[config.mk]
export PLATFORM = sky130hd
export DESIGN_NAME = glyph_run_length_decoder
export DESIGN_NICKNAME = d
export VERILOG_FILES = /design/src/hw/rtl/glrd_pkg.sv /design/src/hw/rtl/glrd_queue.sv /design/src/hw/rtl/glrd_front.sv /design/src/hw/rtl/glrd_back.sv /design/src/hw/rtl/glyph_run_length_decoder.sv
export SDC_FILE = /design/constraint.sdc
export NUM_CORES = 1
export LEC_CHECK = 0
export BUFFER_PORTS_ARGS = -buffer_cell sky130_fd_sc_hd__clkbuf_2
export CAP_MARGIN = 20
export CORE_MARGIN = 10
export CORE_UTILIZATION = 43
export DETAILED_ROUTE_END_ITERATION = 8
export MAX_ROUTING_LAYER = met4
export SYNTH_ARGS = -nofsm -noshare
export SYNTH_HDL_FRONTEND = slang
export SYNTH_SLANG_ARGS = --single-unit
[constraint.sdc]
create_clock -name clk -period 4.8 [get_ports clk]
set_input_delay 0.24 -clock clk [delete_from_list [all_inputs] [get_ports clk]]
set_output_delay 0.24 -clock clk [all_outputs]
set_load 0.01 [all_outputs]
[src/hw/rtl/glrd_pkg.sv]
`default_nettype none

package glrd_pkg;

  localparam int BYTE_BITS = 8;

  // configuration register indexes
  typedef enum logic [1:0] {
    REG_CODE_BITS    = 2'd0,
    REG_START_LEVEL  = 2'd1,
    REG_GLYPH_WIDTH  = 2'd2,
    REG_GLYPH_HEIGHT = 2'd3
  } cfg_reg_t;

  typedef struct packed {
    logic [2:0] code_bits;
    logic       start_level;
    logic [7:0] glyph_width;
    logic [7:0] glyph_height;
  } cfg_t;

  typedef struct packed {
    logic [7:0] data_byte;
    logic       glyph_start;
  } in_beat_t;

  typedef struct packed {
    logic       pixel_on;
    logic [7:0] column;
    logic [7:0] row;
    logic       glyph_done;
    logic       last_of_byte;
  } out_beat_t;

  // flags that travel with each code from front to back
  typedef struct packed {
    logic first;  // first code of its byte
    logic clr;    // byte came with glyph_start
    logic last;   // last code of its byte
  } code_tag_t;

  // code width as used: zero reads as one, large values clamp to the maximum
  function automatic logic [2:0] eff_code_bits(input logic [2:0] cb,
                                               input logic [2:0] max_bits);
    logic [2:0] r;
    if (cb == 3'd0) begin
      r = 3'd1;
    end else if (cb > max_bits) begin
      r = max_bits;
    end else begin
      r = cb;
    end
    return r;
  endfunction

endpackage

`default_nettype wire

[src/hw/rtl/glrd_queue.sv]
`default_nettype none

module glrd_queue #(
  parameter int WIDTH = 8
) (
  input  wire logic             clk,
  input  wire logic             rst_n,
  input  wire logic             push_valid,
  input  wire logic [WIDTH-1:0] push_data,
  output logic                  full,
  input  wire logic             pop,
  output logic                  pop_valid,
  output logic [WIDTH-1:0]      pop_data
);

  // two-entry queue between front and back
  logic [WIDTH-1:0] mem_r [2];
  logic [1:0]       count_r, count_nxt;
  logic             wr_ptr_r, rd_ptr_r;
  logic             do_push, do_pop;

  assign full      = (count_r == 2'd2);
  assign pop_valid = (count_r != 2'd0);
  assign pop_data  = mem_r[rd_ptr_r];
  assign do_push   = push_valid && !full;
  assign do_pop    = pop && pop_valid;

  always_comb begin
    count_nxt = count_r;
    if (do_push && !do_pop) begin
      count_nxt = count_r + 2'd1;
    end else if (do_pop && !do_push) begin
      count_nxt = count_r - 2'd1;
    end
  end

  always_ff @(posedge clk) begin
    if (!rst_n) begin
      count_r  <= 2'd0;
      wr_ptr_r <= 1'b0;
      rd_ptr_r <= 1'b0;
    end else begin
      count_r <= count_nxt;
      if (do_push) begin
        wr_ptr_r <= !wr_ptr_r;
      end
      if (do_pop) begin
        rd_ptr_r <= !rd_ptr_r;
      end
    end
  end

  always_ff @(posedge clk) begin
    if (do_push) begin
      mem_r[wr_ptr_r] <= push_data;
    end
  end

endmodule

`default_nettype wire

[src/hw/rtl/glrd_front.sv]
`default_nettype none

module glrd_front import glrd_pkg::*; #(
  parameter int MAX_CODE_BITS = 5
) (
  input  wire logic                     clk,
  input  wire logic                     rst_n,
  input  wire cfg_t                     cfg,
  input  wire logic                     in_valid,
  input  wire in_beat_t                 in_data,
  output logic                          in_stall,
  output logic                          push_valid,
  output logic [MAX_CODE_BITS-1:0]      push_code,
  output code_tag_t                     push_tag,
  input  wire logic                     q_full
);

  localparam int BUF_W  = MAX_CODE_BITS + BYTE_BITS - 1;
  localparam int HELD_W = $clog2(BUF_W + 1);
  localparam logic [MAX_CODE_BITS-1:0] ONES = '1;

  logic [BUF_W-1:0]  buf_r, buf_nxt, base_buf;
  logic [HELD_W-1:0] held_r, held_nxt, base_held, held_left, bits_h;
  logic              busy_r, busy_nxt;
  logic              first_r, first_nxt;
  logic              clr_r, clr_nxt;
  logic [2:0]        bits;
  logic              accept;
  logic              last_code;

  assign bits      = eff_code_bits(cfg.code_bits, 3'(MAX_CODE_BITS));
  assign bits_h    = HELD_W'(bits);
  assign held_left = held_r - bits_h;
  assign last_code = (held_left < bits_h);

  // one byte at a time; codes are split off one per cycle while the queue is not full
  assign in_stall   = busy_r;
  assign accept     = in_valid && !busy_r;
  assign push_valid = busy_r && !q_full;
  assign push_code  = buf_r[MAX_CODE_BITS-1:0] & ~(ONES << bits);
  assign push_tag   = '{first: first_r, clr: clr_r, last: last_code};

  assign base_buf  = in_data.glyph_start ? '0 : buf_r;
  assign base_held = in_data.glyph_start ? '0 : held_r;

  always_comb begin
    buf_nxt   = buf_r;
    held_nxt  = held_r;
    busy_nxt  = busy_r;
    first_nxt = first_r;
    clr_nxt   = clr_r;
    if (accept) begin
      // merge the new byte above the bits still held
      buf_nxt   = base_buf | (BUF_W'(in_data.data_byte) << base_held);
      held_nxt  = base_held + HELD_W'(BYTE_BITS);
      busy_nxt  = 1'b1;
      first_nxt = 1'b1;
      clr_nxt   = in_data.glyph_start;
    end else if (push_valid) begin
      buf_nxt   = buf_r >> bits;
      held_nxt  = held_left;
      first_nxt = 1'b0;
      clr_nxt   = 1'b0;
      if (last_code) begin
        busy_nxt = 1'b0;
      end
    end
  end

  always_ff @(posedge clk) begin
    if (!rst_n) begin
      buf_r   <= '0;
      held_r  <= '0;
      busy_r  <= 1'b0;
      first_r <= 1'b0;
      clr_r   <= 1'b0;
    end else begin
      buf_r   <= buf_nxt;
      held_r  <= held_nxt;
      busy_r  <= busy_nxt;
      first_r <= first_nxt;
      clr_r   <= clr_nxt;
    end
  end

endmodule

`default_nettype wire

[src/hw/rtl/glrd_back.sv]
`default_nettype none

module glrd_back import glrd_pkg::*; #(
  parameter int MAX_CODE_BITS = 5
) (
  input  wire logic                     clk,
  input  wire logic                     rst_n,
  input  wire cfg_t                     cfg,
  input  wire logic                     q_valid,
  input  wire logic [MAX_CODE_BITS-1:0] q_code,
  input  wire code_tag_t                q_tag,
  output logic                          q_pop,
  output logic                          out_valid,
  output out_beat_t                     out_data,
  input  wire logic                     out_stall
);

  localparam int CNT_W = MAX_CODE_BITS;
  localparam logic [CNT_W-1:0] ONES = '1;

  logic             active_r, active_nxt;
  logic [CNT_W-1:0] rem_r, rem_nxt;
  logic             level_r, level_nxt;
  logic             code_last_r, code_last_nxt;
  logic [7:0]       col_r, col_nxt, row_r, row_nxt;
  logic             run_level_r, run_level_nxt;
  logic             finished_r, finished_nxt;
  logic             out_valid_r, out_valid_nxt;
  out_beat_t        out_r, out_nxt;

  logic [2:0]       bits;
  logic             plain;
  logic [CNT_W-1:0] mask, count;
  logic             toggle, pop, emit, size_zero, row_end, done, last_pix;

  assign bits   = eff_code_bits(cfg.code_bits, 3'(MAX_CODE_BITS));
  assign plain  = (bits == 3'd1);
  assign mask   = ~(ONES << bits);
  // a full-length code continues the run and keeps the level
  assign count  = plain ? CNT_W'(1) : ((q_code == mask) ? mask : q_code + CNT_W'(1));
  assign toggle = !plain && (q_code != mask);

  assign size_zero = (cfg.glyph_width == 8'd0) || (cfg.glyph_height == 8'd0);
  assign row_end   = ({1'b0, col_r} + 9'd1) >= {1'b0, cfg.glyph_width};
  assign done      = row_end && (({1'b0, row_r} + 9'd1) >= {1'b0, cfg.glyph_height});
  assign last_pix  = done || ((rem_r == CNT_W'(1)) && code_last_r);

  assign pop  = !active_r && q_valid;
  assign emit = active_r && (!out_valid_r || !out_stall);

  assign q_pop     = pop;
  assign out_valid = out_valid_r;
  assign out_data  = out_r;

  always_comb begin
    active_nxt    = active_r;
    rem_nxt       = rem_r;
    level_nxt     = level_r;
    code_last_nxt = code_last_r;
    col_nxt       = col_r;
    row_nxt       = row_r;
    run_level_nxt = run_level_r;
    finished_nxt  = finished_r;
    out_valid_nxt = out_valid_r && out_stall;
    out_nxt       = out_r;

    // take a code: glyph clear, size check, then load the run
    if (pop) begin
      if (q_tag.clr) begin
        col_nxt       = 8'd0;
        row_nxt       = 8'd0;
        run_level_nxt = cfg.start_level;
        finished_nxt  = 1'b0;
      end
      if (q_tag.first && size_zero) begin
        finished_nxt = 1'b1;
      end
      if (!finished_nxt) begin
        active_nxt    = 1'b1;
        rem_nxt       = count;
        level_nxt     = plain ? q_code[0] : run_level_nxt;
        code_last_nxt = q_tag.last;
        if (toggle) begin
          run_level_nxt = !run_level_nxt;
        end
      end
    end

    // one pixel per cycle into the output register while the output is not stalled
    if (emit) begin
      out_valid_nxt = 1'b1;
      out_nxt = '{pixel_on: level_r, column: col_r, row: row_r,
                  glyph_done: done, last_of_byte: last_pix};
      rem_nxt = rem_r - CNT_W'(1);
      if (done) begin
        finished_nxt = 1'b1;
        active_nxt   = 1'b0;
      end else begin
        if (row_end) begin
          col_nxt = 8'd0;
          row_nxt = row_r + 8'd1;
        end else begin
          col_nxt = col_r + 8'd1;
        end
        if (rem_r == CNT_W'(1)) begin
          active_nxt = 1'b0;
        end
      end
    end
  end

  always_ff @(posedge clk) begin
    if (!rst_n) begin
      active_r    <= 1'b0;
      col_r       <= 8'd0;
      row_r       <= 8'd0;
      run_level_r <= 1'b0;
      finished_r  <= 1'b0;
      out_valid_r <= 1'b0;
    end else begin
      active_r    <= active_nxt;
      col_r       <= col_nxt;
      row_r       <= row_nxt;
      run_level_r <= run_level_nxt;
      finished_r  <= finished_nxt;
      out_valid_r <= out_valid_nxt;
    end
  end

  // run payload and output beat
  always_ff @(posedge clk) begin
    rem_r       <= rem_nxt;
    level_r     <= level_nxt;
    code_last_r <= code_last_nxt;
    out_r       <= out_nxt;
  end

endmodule

`default_nettype wire

[src/hw/rtl/glyph_run_length_decoder.sv]
// A byte passes the front's bit buffer, the queue, the run and output registers.
// One pixel per cycle while out_stall is low; the pixel stage loads each run code
// before its pixels; the front takes a byte in, then splits it (8 codes at width 1).
// A byte waits in_stall until the front has split the previous byte into codes.
// Reset (rst_n low at a clock edge) empties the queue and output register, clears the
// bit buffer and position, and restores code_bits 1, start level 0, size 8 x 8.
`default_nettype none

module glyph_run_length_decoder import glrd_pkg::*; #(
  parameter int MAX_CODE_BITS = 5
) (
  input  wire logic       clk,
  input  wire logic       rst_n,
  input  wire logic       in_valid,
  input  wire in_beat_t   in_data,
  output logic            in_stall,
  output logic            out_valid,
  output out_beat_t       out_data,
  input  wire logic       out_stall,
  input  wire logic       cfg_valid,
  output logic            cfg_ready,
  input  wire logic [1:0] cfg_index,
  input  wire logic [7:0] cfg_data
);

  localparam int Q_W = MAX_CODE_BITS + $bits(code_tag_t);

  cfg_t                     cfg_r;
  logic                     push_valid, q_full, q_valid, q_pop;
  logic [MAX_CODE_BITS-1:0] push_code, q_code;
  code_tag_t                push_tag, q_tag;
  logic [Q_W-1:0]           q_data;

  assign cfg_ready = 1'b1;

  // configuration registers
  always_ff @(posedge clk) begin
    if (!rst_n) begin
      cfg_r <= '{code_bits: 3'd1, start_level: 1'b0,
                 glyph_width: 8'd8, glyph_height: 8'd8};
    end else if (cfg_valid && cfg_ready) begin
      unique case (cfg_reg_t'(cfg_index))
        REG_CODE_BITS:    cfg_r.code_bits    <= cfg_data[2:0];
        REG_START_LEVEL:  cfg_r.start_level  <= cfg_data[0];
        REG_GLYPH_WIDTH:  cfg_r.glyph_width  <= cfg_data;
        REG_GLYPH_HEIGHT: cfg_r.glyph_height <= cfg_data;
      endcase
    end
  end

  glrd_front #(.MAX_CODE_BITS(MAX_CODE_BITS)) u_front (
    .clk        (clk),
    .rst_n      (rst_n),
    .cfg        (cfg_r),
    .in_valid   (in_valid),
    .in_data    (in_data),
    .in_stall   (in_stall),
    .push_valid (push_valid),
    .push_code  (push_code),
    .push_tag   (push_tag),
    .q_full     (q_full)
  );

  glrd_queue #(.WIDTH(Q_W)) u_queue (
    .clk        (clk),
    .rst_n      (rst_n),
    .push_valid (push_valid),
    .push_data  ({push_tag, push_code}),
    .full       (q_full),
    .pop        (q_pop),
    .pop_valid  (q_valid),
    .pop_data   (q_data)
  );

  assign q_code = q_data[MAX_CODE_BITS-1:0];
  assign q_tag  = code_tag_t'(q_data[Q_W-1:MAX_CODE_BITS]);

  glrd_back #(.MAX_CODE_BITS(MAX_CODE_BITS)) u_back (
    .clk       (clk),
    .rst_n     (rst_n),
    .cfg       (cfg_r),
    .q_valid   (q_valid),
    .q_code    (q_code),
    .q_tag     (q_tag),
    .q_pop     (q_pop),
    .out_valid (out_valid),
    .out_data  (out_data),
    .out_stall (out_stall)
  );

endmodule

`default_nettype wire

==> reports/summary.txt <==
post-layout min period: 3.50 ns
largest family of logic cells by synthesized area: compound AO/OA/AOI/OAI gates
Top Usage Layer GRT: met2
clk_lat worst skew: 0.35 ns
top_reg_cell synth: dfxtp_1
CTS buffer count: 9
hpwl dp: 11.1 mm
clock skew: 0.00492 ns
Synth Area in Compound Gates: 0.183
critical path arrival: 3.72 ns
die area: 19200 µm²
GR Overflow Total: 0
vias in the first global route: 4899
Routed WL: 15.0 mm
critical path's largest stage delay: 0.82 ns
RePlAce Congestion: 0.909
placed cell count: 850
XOR/XNOR Fraction of Synth Area: 0.0349
nets: 734
Avg WL per Cell: 17.3 µm
Mapped Nets: 708
Ant. Diodes: 0
Setup-failing EPs final: 0
Clock Power Share: 0.265
Die H: 138 µm
LEAKAGE: 2.64 nW
Post-synth EDFFs: 42
synth unique cells: 75
met2 usage: 0.255
Rows: 43
fin area: 6660 µm²
Slew headroom: 0.341
Slew @ Worst Pin: 0.988 ns
Mapped Area: 6030 µm²
Clk pin slew, worst setup/hold paths: 0.07 ns
Critical Path Fanout Max: 27
Syn Inst Count: 655
setup TNS: 0 ns
Slowest cell on crit path: a21oi_1
Simple-Gate Fraction of Synth Area: 0.173
Max VDD drop: 0.218 mV
Slew Limit Fails: 0
Post-CTS Repair Setup Buffers: 0
Worst Path Required: 5.02 ns
TritonCTS clock tree: done
Tot GR Track Use: 0.160
Cell Pwr Density: 429 nW/µm²
DRT iter0 DRCs: 373
Seq pwr share: 0.443
period utilization: 0.729
sw frac: 0.339
antenna violation net count after detailed routing: 0
Comb power frac: 0.291
DRC viols: 0
Post-DP Area: 6360 µm²
Vias: 4901
worst hold path class: input port to flip-flop
Psw: 968 µW
io pins: 46
TritonRoute pass-1 iters: 4
CTS Buffer Depth: 2
H-tree depth: 3
Bufs and invs on worst path: 3
Synth warnings: 0
RSZ-0062 raised after global routing: false
initial antenna violation count: 0
Initial Utilization: 0.436
CTS Root Cell: clkbuf_16
Synth Register Bits: 106
Seq/Total Area, Yosys: 0.422
area of the core: 13800 µm²
post-CTS sizing: 0
Max Cap Viol: 0
crit path kind: flip-flop to flip-flop
clock sinks: 106
DR vias/cell: 5.66
mux share of post-synthesis cell area: 0.0774
final hold viol count: 0
first-pass GRT wire length: 25.1 mm
CP delay by family, top: compound AO/OA/AOI/OAI gates
GRT met1 Usage: 0.196
internal power: 1.89 mW
chip width: 138 µm
ys async rst share: 0
met3 Use GR: 0.0312
CP endpoint kind: flip-flop
I/O Buffers: 44
filler-free cell count of the finished design: 866
final core utilization: 0.482
Synth Area in Adders: 0.0614
share of post-route cells with drive strength above 1: 0.122
Cell Chain, Critical Path: buf_4 -> nand2b_1 -> a21oi_1 -> inv_1 -> ha_1 -> inv_1 -> fa_1 -> ha_1 -> nor2b_1 -> o21ai_0 -> and3b_1 -> a21oi_1
status: finished, final reports clean
Synth Area per Inst: 9.21 µm²
f_max: 286 MHz
# hold bufs at CTS: 0
largest net degree at the start of global routing: 38
Layout Area Growth over Synthesis: 10.5%
Critical Path Source Type: flip-flop
## worst register-to-register path, delay by kind of cell (launching register included)
kind | cells | cell delay, ns
compound gates | 3 | 1.03
fa+ha+maj | 3 | 0.96
simple gates | 3 | 0.59
buf+inv | 3 | 0.50
flops | 1 | 0.31
## cell usage after synthesis, drive strengths merged (5+ instances only)
master / count / area [µm²]
a211oi: 9 / 67.6
a21o: 7 / 52.6
a21oi: 47 / 235
a22oi: 6 / 45.0
a31oi: 8 / 50.1
and2: 9 / 56.3
and3: 8 / 50.1
buf: 13 / 81.3
clkbuf: 22 / 82.6
dfxtp: 64 / 1280
edfxtp: 42 / 1260
ha: 28 / 350
inv: 30 / 113
mux2: 8 / 90.1
mux2i: 35 / 354
nand2: 74 / 278
nand2b: 9 / 56.3
nand3: 16 / 85.1
nor2: 56 / 213
nor2b: 9 / 56.3
nor3: 10 / 50.1
o211ai: 6 / 45.0
o21ai: 28 / 140
o31ai: 8 / 60.1
or3: 5 / 31.3
xnor2: 10 / 87.6
xor2: 14 / 123
## through the flow
step	worst slack [ns]	power, mW	hold WS, ns
after floorplan	2.07	1.86	0.368
after global placement	1.48	2.10	0.414
after detailed placement	1.39	2.11	0.413
after CTS	1.34	2.88	0.135
after global routing	1.04	3.04	0.146
final	1.30	2.86	0.139
## layer usage
metal | vias to the layer above | wire [µm]
met5 | - | 0
met4 | 0 | 278
met3 | 25 | 677
met2 | 150 | 7110
met1 | 2304 | 6950
li1 | 2422 | -
## layout by cell type, fill, tap and decap left out, drive strengths merged, types with 5 or more instances in the layout
master,count
nand2,74
dfxtp,64
nor2,56
clkbuf,55
a21oi,47
edfxtp,42
mux2i,35
inv,30
ha,28
o21ai,28
nand3,16
xor2,14
xnor2,10
nor3,10
and2,9
nand2b,9
a211oi,9
nor2b,9
o31ai,8
and3,8
a31oi,8
mux2,8
a21o,7
a22oi,6
o211ai,6
buf,6
or3,5
clkinv,5
## power groups by stage
stage	Sequential (mW)	Clock (mW)	Combinational, mW
6_report	1.27	0.758	0.832
5_1_grt	1.29	0.808	0.942
4_1_cts	1.26	0.777	0.838
3_5_place_dp	1.29	0	0.829
3_3_place_gp	1.28	0	0.820
2_1_floorplan	1.25	0	0.616
## worst paths after layout
| path | start | to | slack [ns] | depth (start not counted) |
|---|---|---|---|---|
| hold / removal | out_stall | u_back.out_valid | 0.14 | 3 |
| setup reg to reg | cfg_r[18] | u_front.in_stall | 1.30 | 12 |
| hold reg to reg | u_back.level_r | u_back.out_data[18] | 0.43 | 0 |
| setup / recovery | cfg_r[18] | u_front.in_stall | 1.30 | 12 |
## sequential cells by signal, summed over array words and instances (netlist names), 2 cells and up, named ones only
register / count
u_back.row_r: 8
u_front.held_r: 4
u_back.col_r: 8
u_front.buf_r: 12
u_back.rem_r: 5
u_queue.mem_r: 16
u_back.out_data: 19
u_queue.count_r: 2
cfg_r: 20
## area by class of cell
type	count	area, µm²
inverter	32	120
fill	1295	7170
multi-input combinational	482	3200
tap	180	225
timing repair buffer	50	265
sequential	106	2540
clock inverter	5	51.3
clock buffer	11	254
## cell families after synthesis
kind of cell / after synthesis
mux: 44
simple gates: 220
fa+ha+maj: 29
other cells: 1
flops: 106
buf+inv: 67
compound gates: 164
xor+xnor: 24
(Power assumes the default switching activity.)
